===== src/hdl/msbr_pkg.sv =====
// Shared types and constants for the MSB-first bit reader.
// Operation and status codes, field widths and the core's flag record.
// No dependencies.
package msbr_pkg;

  localparam int STORE_BYTES_DEF   = 8;
  localparam int MAX_READ_BITS_DEF = 32;
  localparam int FIELD_W           = 32;
  localparam int HELD_W            = 7;
  localparam int WANT_W            = 6;

  typedef enum logic [2:0] {
    OP_PUSH  = 3'd0,
    OP_READ  = 3'd1,
    OP_PEEK  = 3'd2,
    OP_ALIGN = 3'd3,
    OP_END   = 3'd4
  } op_t;

  typedef enum logic [1:0] {
    ST_DONE    = 2'd0,
    ST_WAIT    = 2'd1,
    ST_ERROR   = 2'd2,
    ST_REFUSED = 2'd3
  } status_t;

  // Control state of the reader, passed between top level and core
  typedef struct packed {
    logic [HELD_W-1:0] held;
    logic              ended;
    logic              err;
  } msbr_flags_t;

endpackage


===== src/hdl/msbr_in_if.sv =====
// Request channel of the MSB-first bit reader: valid/ready plus one request word.
// Depends on msbr_pkg for field widths.
interface msbr_in_if
  import msbr_pkg::*;
  ();
  logic              valid;
  logic              ready;
  logic [2:0]        operation;
  logic [7:0]        data_byte;
  logic [WANT_W-1:0] bits_wanted;

  modport source (output valid, output operation, output data_byte, output bits_wanted,
                  input ready);
  modport sink   (input valid, input operation, input data_byte, input bits_wanted,
                  output ready);
endinterface


===== src/hdl/msbr_out_if.sv =====
// Result channel of the MSB-first bit reader: valid/ready plus one result word.
// Depends on msbr_pkg for field widths.
interface msbr_out_if
  import msbr_pkg::*;
  ();
  logic               valid;
  logic               ready;
  logic [FIELD_W-1:0] field_value;
  logic [1:0]         status;
  logic               byte_aligned;
  logic               stream_empty;
  logic [HELD_W-1:0]  bits_available;

  modport source (output valid, output field_value, output status, output byte_aligned,
                  output stream_empty, output bits_available, input ready);
  modport sink   (input valid, input field_value, input status, input byte_aligned,
                  input stream_empty, input bits_available, output ready);
endinterface


===== src/hdl/msbr_core.sv =====
// Next-state and result logic of the MSB-first bit reader for one request word.
// Purely combinational; depends on msbr_pkg.
module msbr_core
  import msbr_pkg::*;
#(
  parameter int STORE_BYTES   = STORE_BYTES_DEF,
  parameter int MAX_READ_BITS = MAX_READ_BITS_DEF
) (
  input  logic [2:0]                                        operation,
  input  logic [7:0]                                        data_byte,
  input  logic [WANT_W-1:0]                                 bits_wanted,
  input  logic [((STORE_BYTES*8 < 64) ? STORE_BYTES*8 : 64)-1:0] store,
  input  msbr_flags_t                                       flags,
  output logic [((STORE_BYTES*8 < 64) ? STORE_BYTES*8 : 64)-1:0] store_nxt,
  output msbr_flags_t                                       flags_nxt,
  output logic [FIELD_W-1:0]                                field_value,
  output logic [1:0]                                        status
);

  localparam int STORE_BITS = (STORE_BYTES*8 < 64) ? STORE_BYTES*8 : 64;
  localparam logic [7:0]        STORE_BITS_W = 8'(STORE_BITS);
  localparam logic [WANT_W-1:0] MAX_N        = WANT_W'(MAX_READ_BITS);

  logic [WANT_W-1:0]     n;
  logic [HELD_W-1:0]     shamt;
  logic [HELD_W-1:0]     held_after_read;
  logic [HELD_W-1:0]     held_after_align;
  logic [STORE_BITS-1:0] shifted;
  logic [FIELD_W-1:0]    field_mask;
  logic [FIELD_W-1:0]    extracted;
  logic                  push_full;
  logic                  short_req;

  always_comb begin
    n                = (bits_wanted > MAX_N) ? MAX_N : bits_wanted;
    shamt            = flags.held - {1'b0, n};
    held_after_read  = shamt;
    held_after_align = {flags.held[HELD_W-1:3], 3'b000};
    shifted          = store >> shamt;
    field_mask       = (n == '0) ? '0 : ({FIELD_W{1'b1}} >> (7'(FIELD_W) - {1'b0, n}));
    extracted        = shifted[FIELD_W-1:0] & field_mask;
    push_full        = ({1'b0, flags.held} + 8'd8) > STORE_BITS_W;
    short_req        = {1'b0, n} > flags.held;
  end

  always_comb begin
    store_nxt   = store;
    flags_nxt   = flags;
    field_value = '0;
    status      = ST_DONE;
    unique case (operation) inside
      OP_PUSH: begin
        if (flags.ended || push_full) begin
          status = ST_REFUSED;
        end else begin
          store_nxt      = {store[STORE_BITS-9:0], data_byte};
          flags_nxt.held = flags.held + 7'd8;
        end
      end
      OP_READ, OP_PEEK: begin
        if (flags.err) begin
          status = ST_ERROR;
        end else if (short_req) begin
          if (flags.ended) begin
            flags_nxt.err = 1'b1;
            status        = ST_ERROR;
          end else begin
            status = ST_WAIT;
          end
        end else begin
          field_value = extracted;
          if (operation == OP_READ) begin
            // drop the bits just taken and clear them out of the store
            flags_nxt.held = held_after_read;
            store_nxt      = store & ~({STORE_BITS{1'b1}} << held_after_read);
          end
        end
      end
      OP_ALIGN: begin
        if (flags.err) begin
          status = ST_ERROR;
        end else begin
          flags_nxt.held = held_after_align;
          store_nxt      = store & ~({STORE_BITS{1'b1}} << held_after_align);
        end
      end
      OP_END: begin
        flags_nxt.ended = 1'b1;
      end
      default: begin
        status = ST_ERROR;
      end
    endcase
  end

endmodule


===== src/hdl/msb_first_bit_reader_unit.sv =====
// MSB-first bit reader: bytes in, fields of 0 to 32 bits out.
// Top level; depends on msbr_pkg, msbr_in_if, msbr_out_if and msbr_core.
//
// Usage:
//   in_ch carries one request word: operation (push byte, read, peek, align,
//   mark end), data_byte and bits_wanted. out_ch returns exactly one result word
//   per request: field_value, status, byte_aligned, stream_empty and
//   bits_available after the request.
//   The result of a request is registered at the clock edge that accepts it and
//   is valid in the cycle after that edge. Throughput: one request per cycle while
//   the receiver keeps up; the bit store and its counters update at that same edge,
//   so the next request sees the new state at once.
//   A result waiting in the output register does not block a new request when
//   out_ch.ready is high in that cycle; while the receiver stalls, in_ch.ready
//   drops and the pending result holds.
//   Reset (rst_n low, synchronous) empties the store, clears the end-of-input
//   and sticky error flags and drops any pending result.
module msb_first_bit_reader_unit
  import msbr_pkg::*;
#(
  parameter int STORE_BYTES   = STORE_BYTES_DEF,
  parameter int MAX_READ_BITS = MAX_READ_BITS_DEF
) (
  input  logic       clk,
  input  logic       rst_n,
  msbr_in_if.sink    in_ch,
  msbr_out_if.source out_ch
);

  localparam int STORE_BITS = (STORE_BYTES*8 < 64) ? STORE_BYTES*8 : 64;

  logic [STORE_BITS-1:0] store_r;
  logic [STORE_BITS-1:0] store_nxt;
  msbr_flags_t           flags_r;
  msbr_flags_t           flags_nxt;
  logic [FIELD_W-1:0]    field_nxt;
  logic [1:0]            status_nxt;

  logic                  out_valid_r;
  logic [FIELD_W-1:0]    field_value_r;
  logic [1:0]            status_r;
  logic                  byte_aligned_r;
  logic                  stream_empty_r;
  logic [HELD_W-1:0]     bits_available_r;
  logic                  accept;

  msbr_core #(
    .STORE_BYTES   (STORE_BYTES),
    .MAX_READ_BITS (MAX_READ_BITS)
  ) u_core (
    .operation   (in_ch.operation),
    .data_byte   (in_ch.data_byte),
    .bits_wanted (in_ch.bits_wanted),
    .store       (store_r),
    .flags       (flags_r),
    .store_nxt   (store_nxt),
    .flags_nxt   (flags_nxt),
    .field_value (field_nxt),
    .status      (status_nxt)
  );

  assign in_ch.ready = !out_valid_r || out_ch.ready;
  assign accept      = in_ch.valid && in_ch.ready;

  always_ff @(posedge clk) begin
    if (!rst_n) begin
      store_r     <= '0;
      flags_r     <= '0;
      out_valid_r <= 1'b0;
    end else if (accept) begin
      store_r     <= store_nxt;
      flags_r     <= flags_nxt;
      out_valid_r <= 1'b1;
    end else if (out_ch.ready) begin
      out_valid_r <= 1'b0;
    end
  end

  // result payload; no reset needed
  always_ff @(posedge clk) begin
    if (accept) begin
      field_value_r    <= field_nxt;
      status_r         <= status_nxt;
      byte_aligned_r   <= (flags_nxt.held[2:0] == 3'd0);
      stream_empty_r   <= flags_nxt.ended && (flags_nxt.held == '0);
      bits_available_r <= flags_nxt.held;
    end
  end

  assign out_ch.valid          = out_valid_r;
  assign out_ch.field_value    = field_value_r;
  assign out_ch.status         = status_r;
  assign out_ch.byte_aligned   = byte_aligned_r;
  assign out_ch.stream_empty   = stream_empty_r;
  assign out_ch.bits_available = bits_available_r;

endmodule


===== src/flat_wrapper.sv =====
// flat-port wrapper written by rule: the top's interface ports become plain ports
module msb_first_bit_reader_unit_flat import msbr_pkg::*;
#(
  parameter int STORE_BYTES   = STORE_BYTES_DEF,
  parameter int MAX_READ_BITS = MAX_READ_BITS_DEF
)
  (clk, rst_n, in_ch_valid, in_ch_operation, in_ch_data_byte, in_ch_bits_wanted, in_ch_ready, out_ch_valid, out_ch_field_value, out_ch_status, out_ch_byte_aligned, out_ch_stream_empty, out_ch_bits_available, out_ch_ready);
  msbr_in_if in_ch_i ();
  msbr_out_if out_ch_i ();
  input  logic clk;
  input  logic rst_n;
  input wire logic [$bits(in_ch_i.valid)-1:0] in_ch_valid;
  input wire logic [$bits(in_ch_i.operation)-1:0] in_ch_operation;
  input wire logic [$bits(in_ch_i.data_byte)-1:0] in_ch_data_byte;
  input wire logic [$bits(in_ch_i.bits_wanted)-1:0] in_ch_bits_wanted;
  output wire logic [$bits(in_ch_i.ready)-1:0] in_ch_ready;
  output wire logic [$bits(out_ch_i.valid)-1:0] out_ch_valid;
  output wire logic [$bits(out_ch_i.field_value)-1:0] out_ch_field_value;
  output wire logic [$bits(out_ch_i.status)-1:0] out_ch_status;
  output wire logic [$bits(out_ch_i.byte_aligned)-1:0] out_ch_byte_aligned;
  output wire logic [$bits(out_ch_i.stream_empty)-1:0] out_ch_stream_empty;
  output wire logic [$bits(out_ch_i.bits_available)-1:0] out_ch_bits_available;
  input wire logic [$bits(out_ch_i.ready)-1:0] out_ch_ready;
  assign in_ch_i.valid = in_ch_valid;
  assign in_ch_i.operation = in_ch_operation;
  assign in_ch_i.data_byte = in_ch_data_byte;
  assign in_ch_i.bits_wanted = in_ch_bits_wanted;
  assign in_ch_ready = in_ch_i.ready;
  assign out_ch_valid = out_ch_i.valid;
  assign out_ch_field_value = out_ch_i.field_value;
  assign out_ch_status = out_ch_i.status;
  assign out_ch_byte_aligned = out_ch_i.byte_aligned;
  assign out_ch_stream_empty = out_ch_i.stream_empty;
  assign out_ch_bits_available = out_ch_i.bits_available;
  assign out_ch_i.ready = out_ch_ready;
  msb_first_bit_reader_unit #(.STORE_BYTES(STORE_BYTES), .MAX_READ_BITS(MAX_READ_BITS)) u_core (.clk(clk), .rst_n(rst_n), .in_ch(in_ch_i), .out_ch(out_ch_i));
endmodule

===== config.mk =====
export PLATFORM = sky130hd
export DESIGN_NAME = msb_first_bit_reader_unit_flat
export DESIGN_NICKNAME = d
export VERILOG_FILES = /design/src/hdl/msbr_pkg.sv /design/src/hdl/msbr_in_if.sv /design/src/hdl/msbr_out_if.sv /design/src/hdl/msbr_core.sv /design/src/hdl/msb_first_bit_reader_unit.sv /design/src/flat_wrapper.sv
export SDC_FILE = /design/constraint.sdc
export NUM_CORES = 1
export LEC_CHECK = 0
export BUFFER_PORTS_ARGS = -buffer_cell sky130_fd_sc_hd__buf_2
export CAP_MARGIN = 20
export CORE_ASPECT_RATIO = 2
export CORE_MARGIN = 2
export CORE_UTILIZATION = 32
export DETAILED_ROUTE_END_ITERATION = 16
export SETUP_SLACK_MARGIN = 0.4
export SKIP_CTS_REPAIR_TIMING = 1
export SLEW_MARGIN = 20
export SYNTH_ARGS = -nofsm -noshare
export SYNTH_HDL_FRONTEND = slang
export SYNTH_SLANG_ARGS = --single-unit

===== constraint.sdc =====
create_clock -name clk -period 4.6 [get_ports clk]
set_input_delay 0 -clock clk [delete_from_list [all_inputs] [get_ports clk]]
set_output_delay 0 -clock clk [all_outputs]
set_load 0.02 [all_outputs]

==> results.json <==
{
  "area_delta_synth_final_pct": 14.1,
  "num-nets-final": 1318,
  "cp-end-kind": "register",
  "detail-route-antenna-nets": 0,
  "pwr_density_cell_nw_per_um2": 362,
  "n_antenna_cell": 0,
  "clockBufferDepth": 2,
  "wl_per_cell_um": 24.2,
  "finalWirelength_um": 41700,
  "grt_first_pass_wirelength_um": 62800,
  "place_congestion": 0.995,
  "syn-num-nets": 1294,
  "worst_ep_required_time_ns": 5.00,
  "synthCells": 1261,
  "numPortBuffers": 65,
  "cts-root-buf": "clkbuf_16",
  "setup_viol": 0,
  "drt-met1-wl_um": 13500,
  "max_freq_mhz": 272,
  "wl_met2_um": 21800,
  "hp-class": "input pin to register",
  "initial_core_util_pct": 32.5,
  "design.die.area_um2": 33600,
  "synth-edff-count": 43,
  "syn_area_per_cell_um2": 8.13,
  "cts_tree": "yes",
  "route.vias.total": 10500,
  "yosysTopAreaCellShare_pct": 14.5,
  "cts_sinks": 117,
  "tns_ns": 0,
  "maxCapViolCount": 0,
  "dpl_cell_area_um2": 11000,
  "grt_antenna_before_repair": 0,
  "vdd_ir_drop_max_mv": 0.246,
  "crit_fanout": 30,
  "grt.total_usage_pct": 25.1,
  "synthTopCellsByCount": "nand2_1 (188), nor2_1 (94), o21ai_0 (84)",
  "routed.top_layer": "met4",
  "worst_slew_pin_slew_ns": 1.09,
  "post-route-min-period_ns": 3.68,
  "clk_latency_ns": 0.45,
  "die_w_um": 131,
  "grt_pass1_vias": 10300,
  "worstPathArrival_ns": 4.07,
  "drv_slew": 0,
  "dp_hpwl_um": 31700,
  "synthArstFlopShare_pct": 0,
  "worst_setup_path_start_kind": "register",
  "yosysWarnings": 0,
  "grt-ovfl-total": 0,
  "die_h_um": 257,
  "synth-main-ff-cell": "dfxtp_1",
  "drc_errors": 0,
  "relSlewSlack_pct": 26.9,
  "final.period_utilization_pct": 79.9,
  "leakage_uw": 0.00450,
  "first_iter_violations": 1140,
  "grt_max_degree": 82,
  "yosysUniqueCellTypes": 99,
  "yosys-top-cells-area": "dfxtp_1 (14%), edfxtp_1 (13%), mux2i_1 (7.6%), nand2_1 (6.9%), mux4_2 (5.1%)",
  "drt_pre_antenna_iters": 5,
  "core_area_um2": 31500,
  "rsz0062_at_grt": "no",
  "h-tree-depth": 4,
  "skew_ns": 0.00998,
  "hold_violations": 0,
  "p_total_uw": 4240,
  "path_class": "register to register",
  "synth-seq-cells": 117,
  "clk_pin_slew_worst_paths_ns": 0.07,
  "dr_wl_met3_um": 2290,
  "synth_area_leader_cell": "dfxtp_1",
  "synth-seq-area-share_pct": 27.1,
  "post-route-cell-area_um2": 11700,
  "rows": 92,
  "cts_buffers": 17,
  "yosysMostFrequentCell": "nand2_1",
  "status": "completed",
  "drive_gt1_share_pct": 18.0,
  "syn-cell-area_um2": 10200,
  "io_pins": 66,
  "avgViaCountPerCell": 6.12
}
metal layers:
layer,vias to the layer above,track usage (%)
li1,4783,-
met1,5037,24.9
met4,0,21.1
met5,-,0
met3,170,3.93
met2,541,44.5
layout make-up:
class,instances,area [um^2]
inverters,31,118
flip-flops and latches,117,2770
clock inverters,13,165
well taps,423,529
repair buffers,113,748
clock buffers,19,454
fillers,3330,19800
multi-input cells,1005,6910
report_power, final:
| part | switching, uW | leakage [uW] | internal (uW) | total, uW |
|---|---|---|---|---|
| logic | 1110 | 0.00317 | 552 | 1660 |
| registers | 15.8 | 0.00103 | 1100 | 1120 |
| clock network | 569 | 0.000305 | 890 | 1460 |
| total | 1690 | 0.00450 | 2550 | 4240 |
kinds of logic after synthesis:
| kind of cell | count (synthesis) | synth area share [%] |
|---|---|---|
| AND/OR/NAND/NOR | 445 | 20.1 |
| buffers and inverters | 139 | 6.48 |
| XOR/XNOR | 15 | 1.43 |
| AO/OA/AOI/OAI | 390 | 26.1 |
| flip-flops | 117 | 27.1 |
| adder cells (fa/ha/maj) | 12 | 1.54 |
| multiplexers | 143 | 17.4 |
flip-flops by register name, summed over array words and instances (netlist names):
name                          cells
u_core.out_ch.byte_aligned        1
u_core.out_ch.valid               1
u_core.out_ch.bits_available      7
u_core.store_r                   64
u_core.flags_r                    9
u_core.out_ch.stream_empty        1
u_core.out_ch.field_value        32
u_core.out_ch.status              2
cell usage in the layout (no fill, tap or decap), types with 9 or more instances in the layout:
cell type | netlist | routed
a31oi_1 | 17 | 17
clkbuf_16 | 0 | 18
nor3_1 | 33 | 31
inv_1 | 29 | 28
buf_4 | 11 | 35
or3_1 | 11 | 10
a211oi_1 | 23 | 23
o21ai_0 | 84 | 84
a32o_1 | 25 | 25
mux4_2 | 23 | 23
and3_1 | 16 | 16
nand2_1 | 188 | 188
nand2b_1 | 9 | 9
ha_1 | 11 | 10
mux2i_1 | 78 | 78
o21a_1 | 13 | 13
dlygate4sd3_1 | 0 | 10
a21oi_1 | 68 | 68
mux2_2 | 34 | 34
buf_2 | 37 | 65
nor2_1 | 94 | 93
dfxtp_1 | 74 | 74
o211ai_1 | 21 | 21
edfxtp_1 | 43 | 43
o21ai_1 | 37 | 37
nand3_1 | 55 | 55
stage by stage:
| step | cells | utilization, % | setup slack (ns) | hold WS [ns] |
|---|---|---|---|---|
| 6_report | 1721 | 37.1 | 0.924 | 0.0116 |
| 5_1_grt | 1721 | 37.1 | 0.726 | 0.0601 |
| 4_1_cts | 1711 | 36.7 | 0.750 | -0.204 |
| 2_1_floorplan | 1261 | - | 1.51 | 0.129 |
| 3_3_place_gp | 1679 | 34.8 | 0.626 | 0.251 |
| 3_5_place_dp | 1679 | 34.8 | 0.626 | 0.262 |
path summary, 6_finish.rpt:
check / start / end / slack (ns) / depth (start not counted)
max: u_core.flags_r[6] / u_core.store_r[20] / 0.92 / 9
min: in_ch_operation[2] / u_core.flags_r[1] / 0.01 / 3
max reg2reg: u_core.flags_r[6] / u_core.store_r[20] / 0.92 / 9
min reg2reg: u_core.store_r[57] / u_core.store_r[57] / 0.47 / 2
critical path, cell delays in order, from the launching register on:
cell and delay, ns:
dfxtp_1 0.48, ha_1 0.51, a21oi_1 0.31, o21ai_1 0.13
a311oi_1 0.80, or3_2 0.55, buf_4 0.42, a31oi_1 0.07
a21oi_1 0.22, a31o_1 0.11
(Power assumes the default switching activity.)
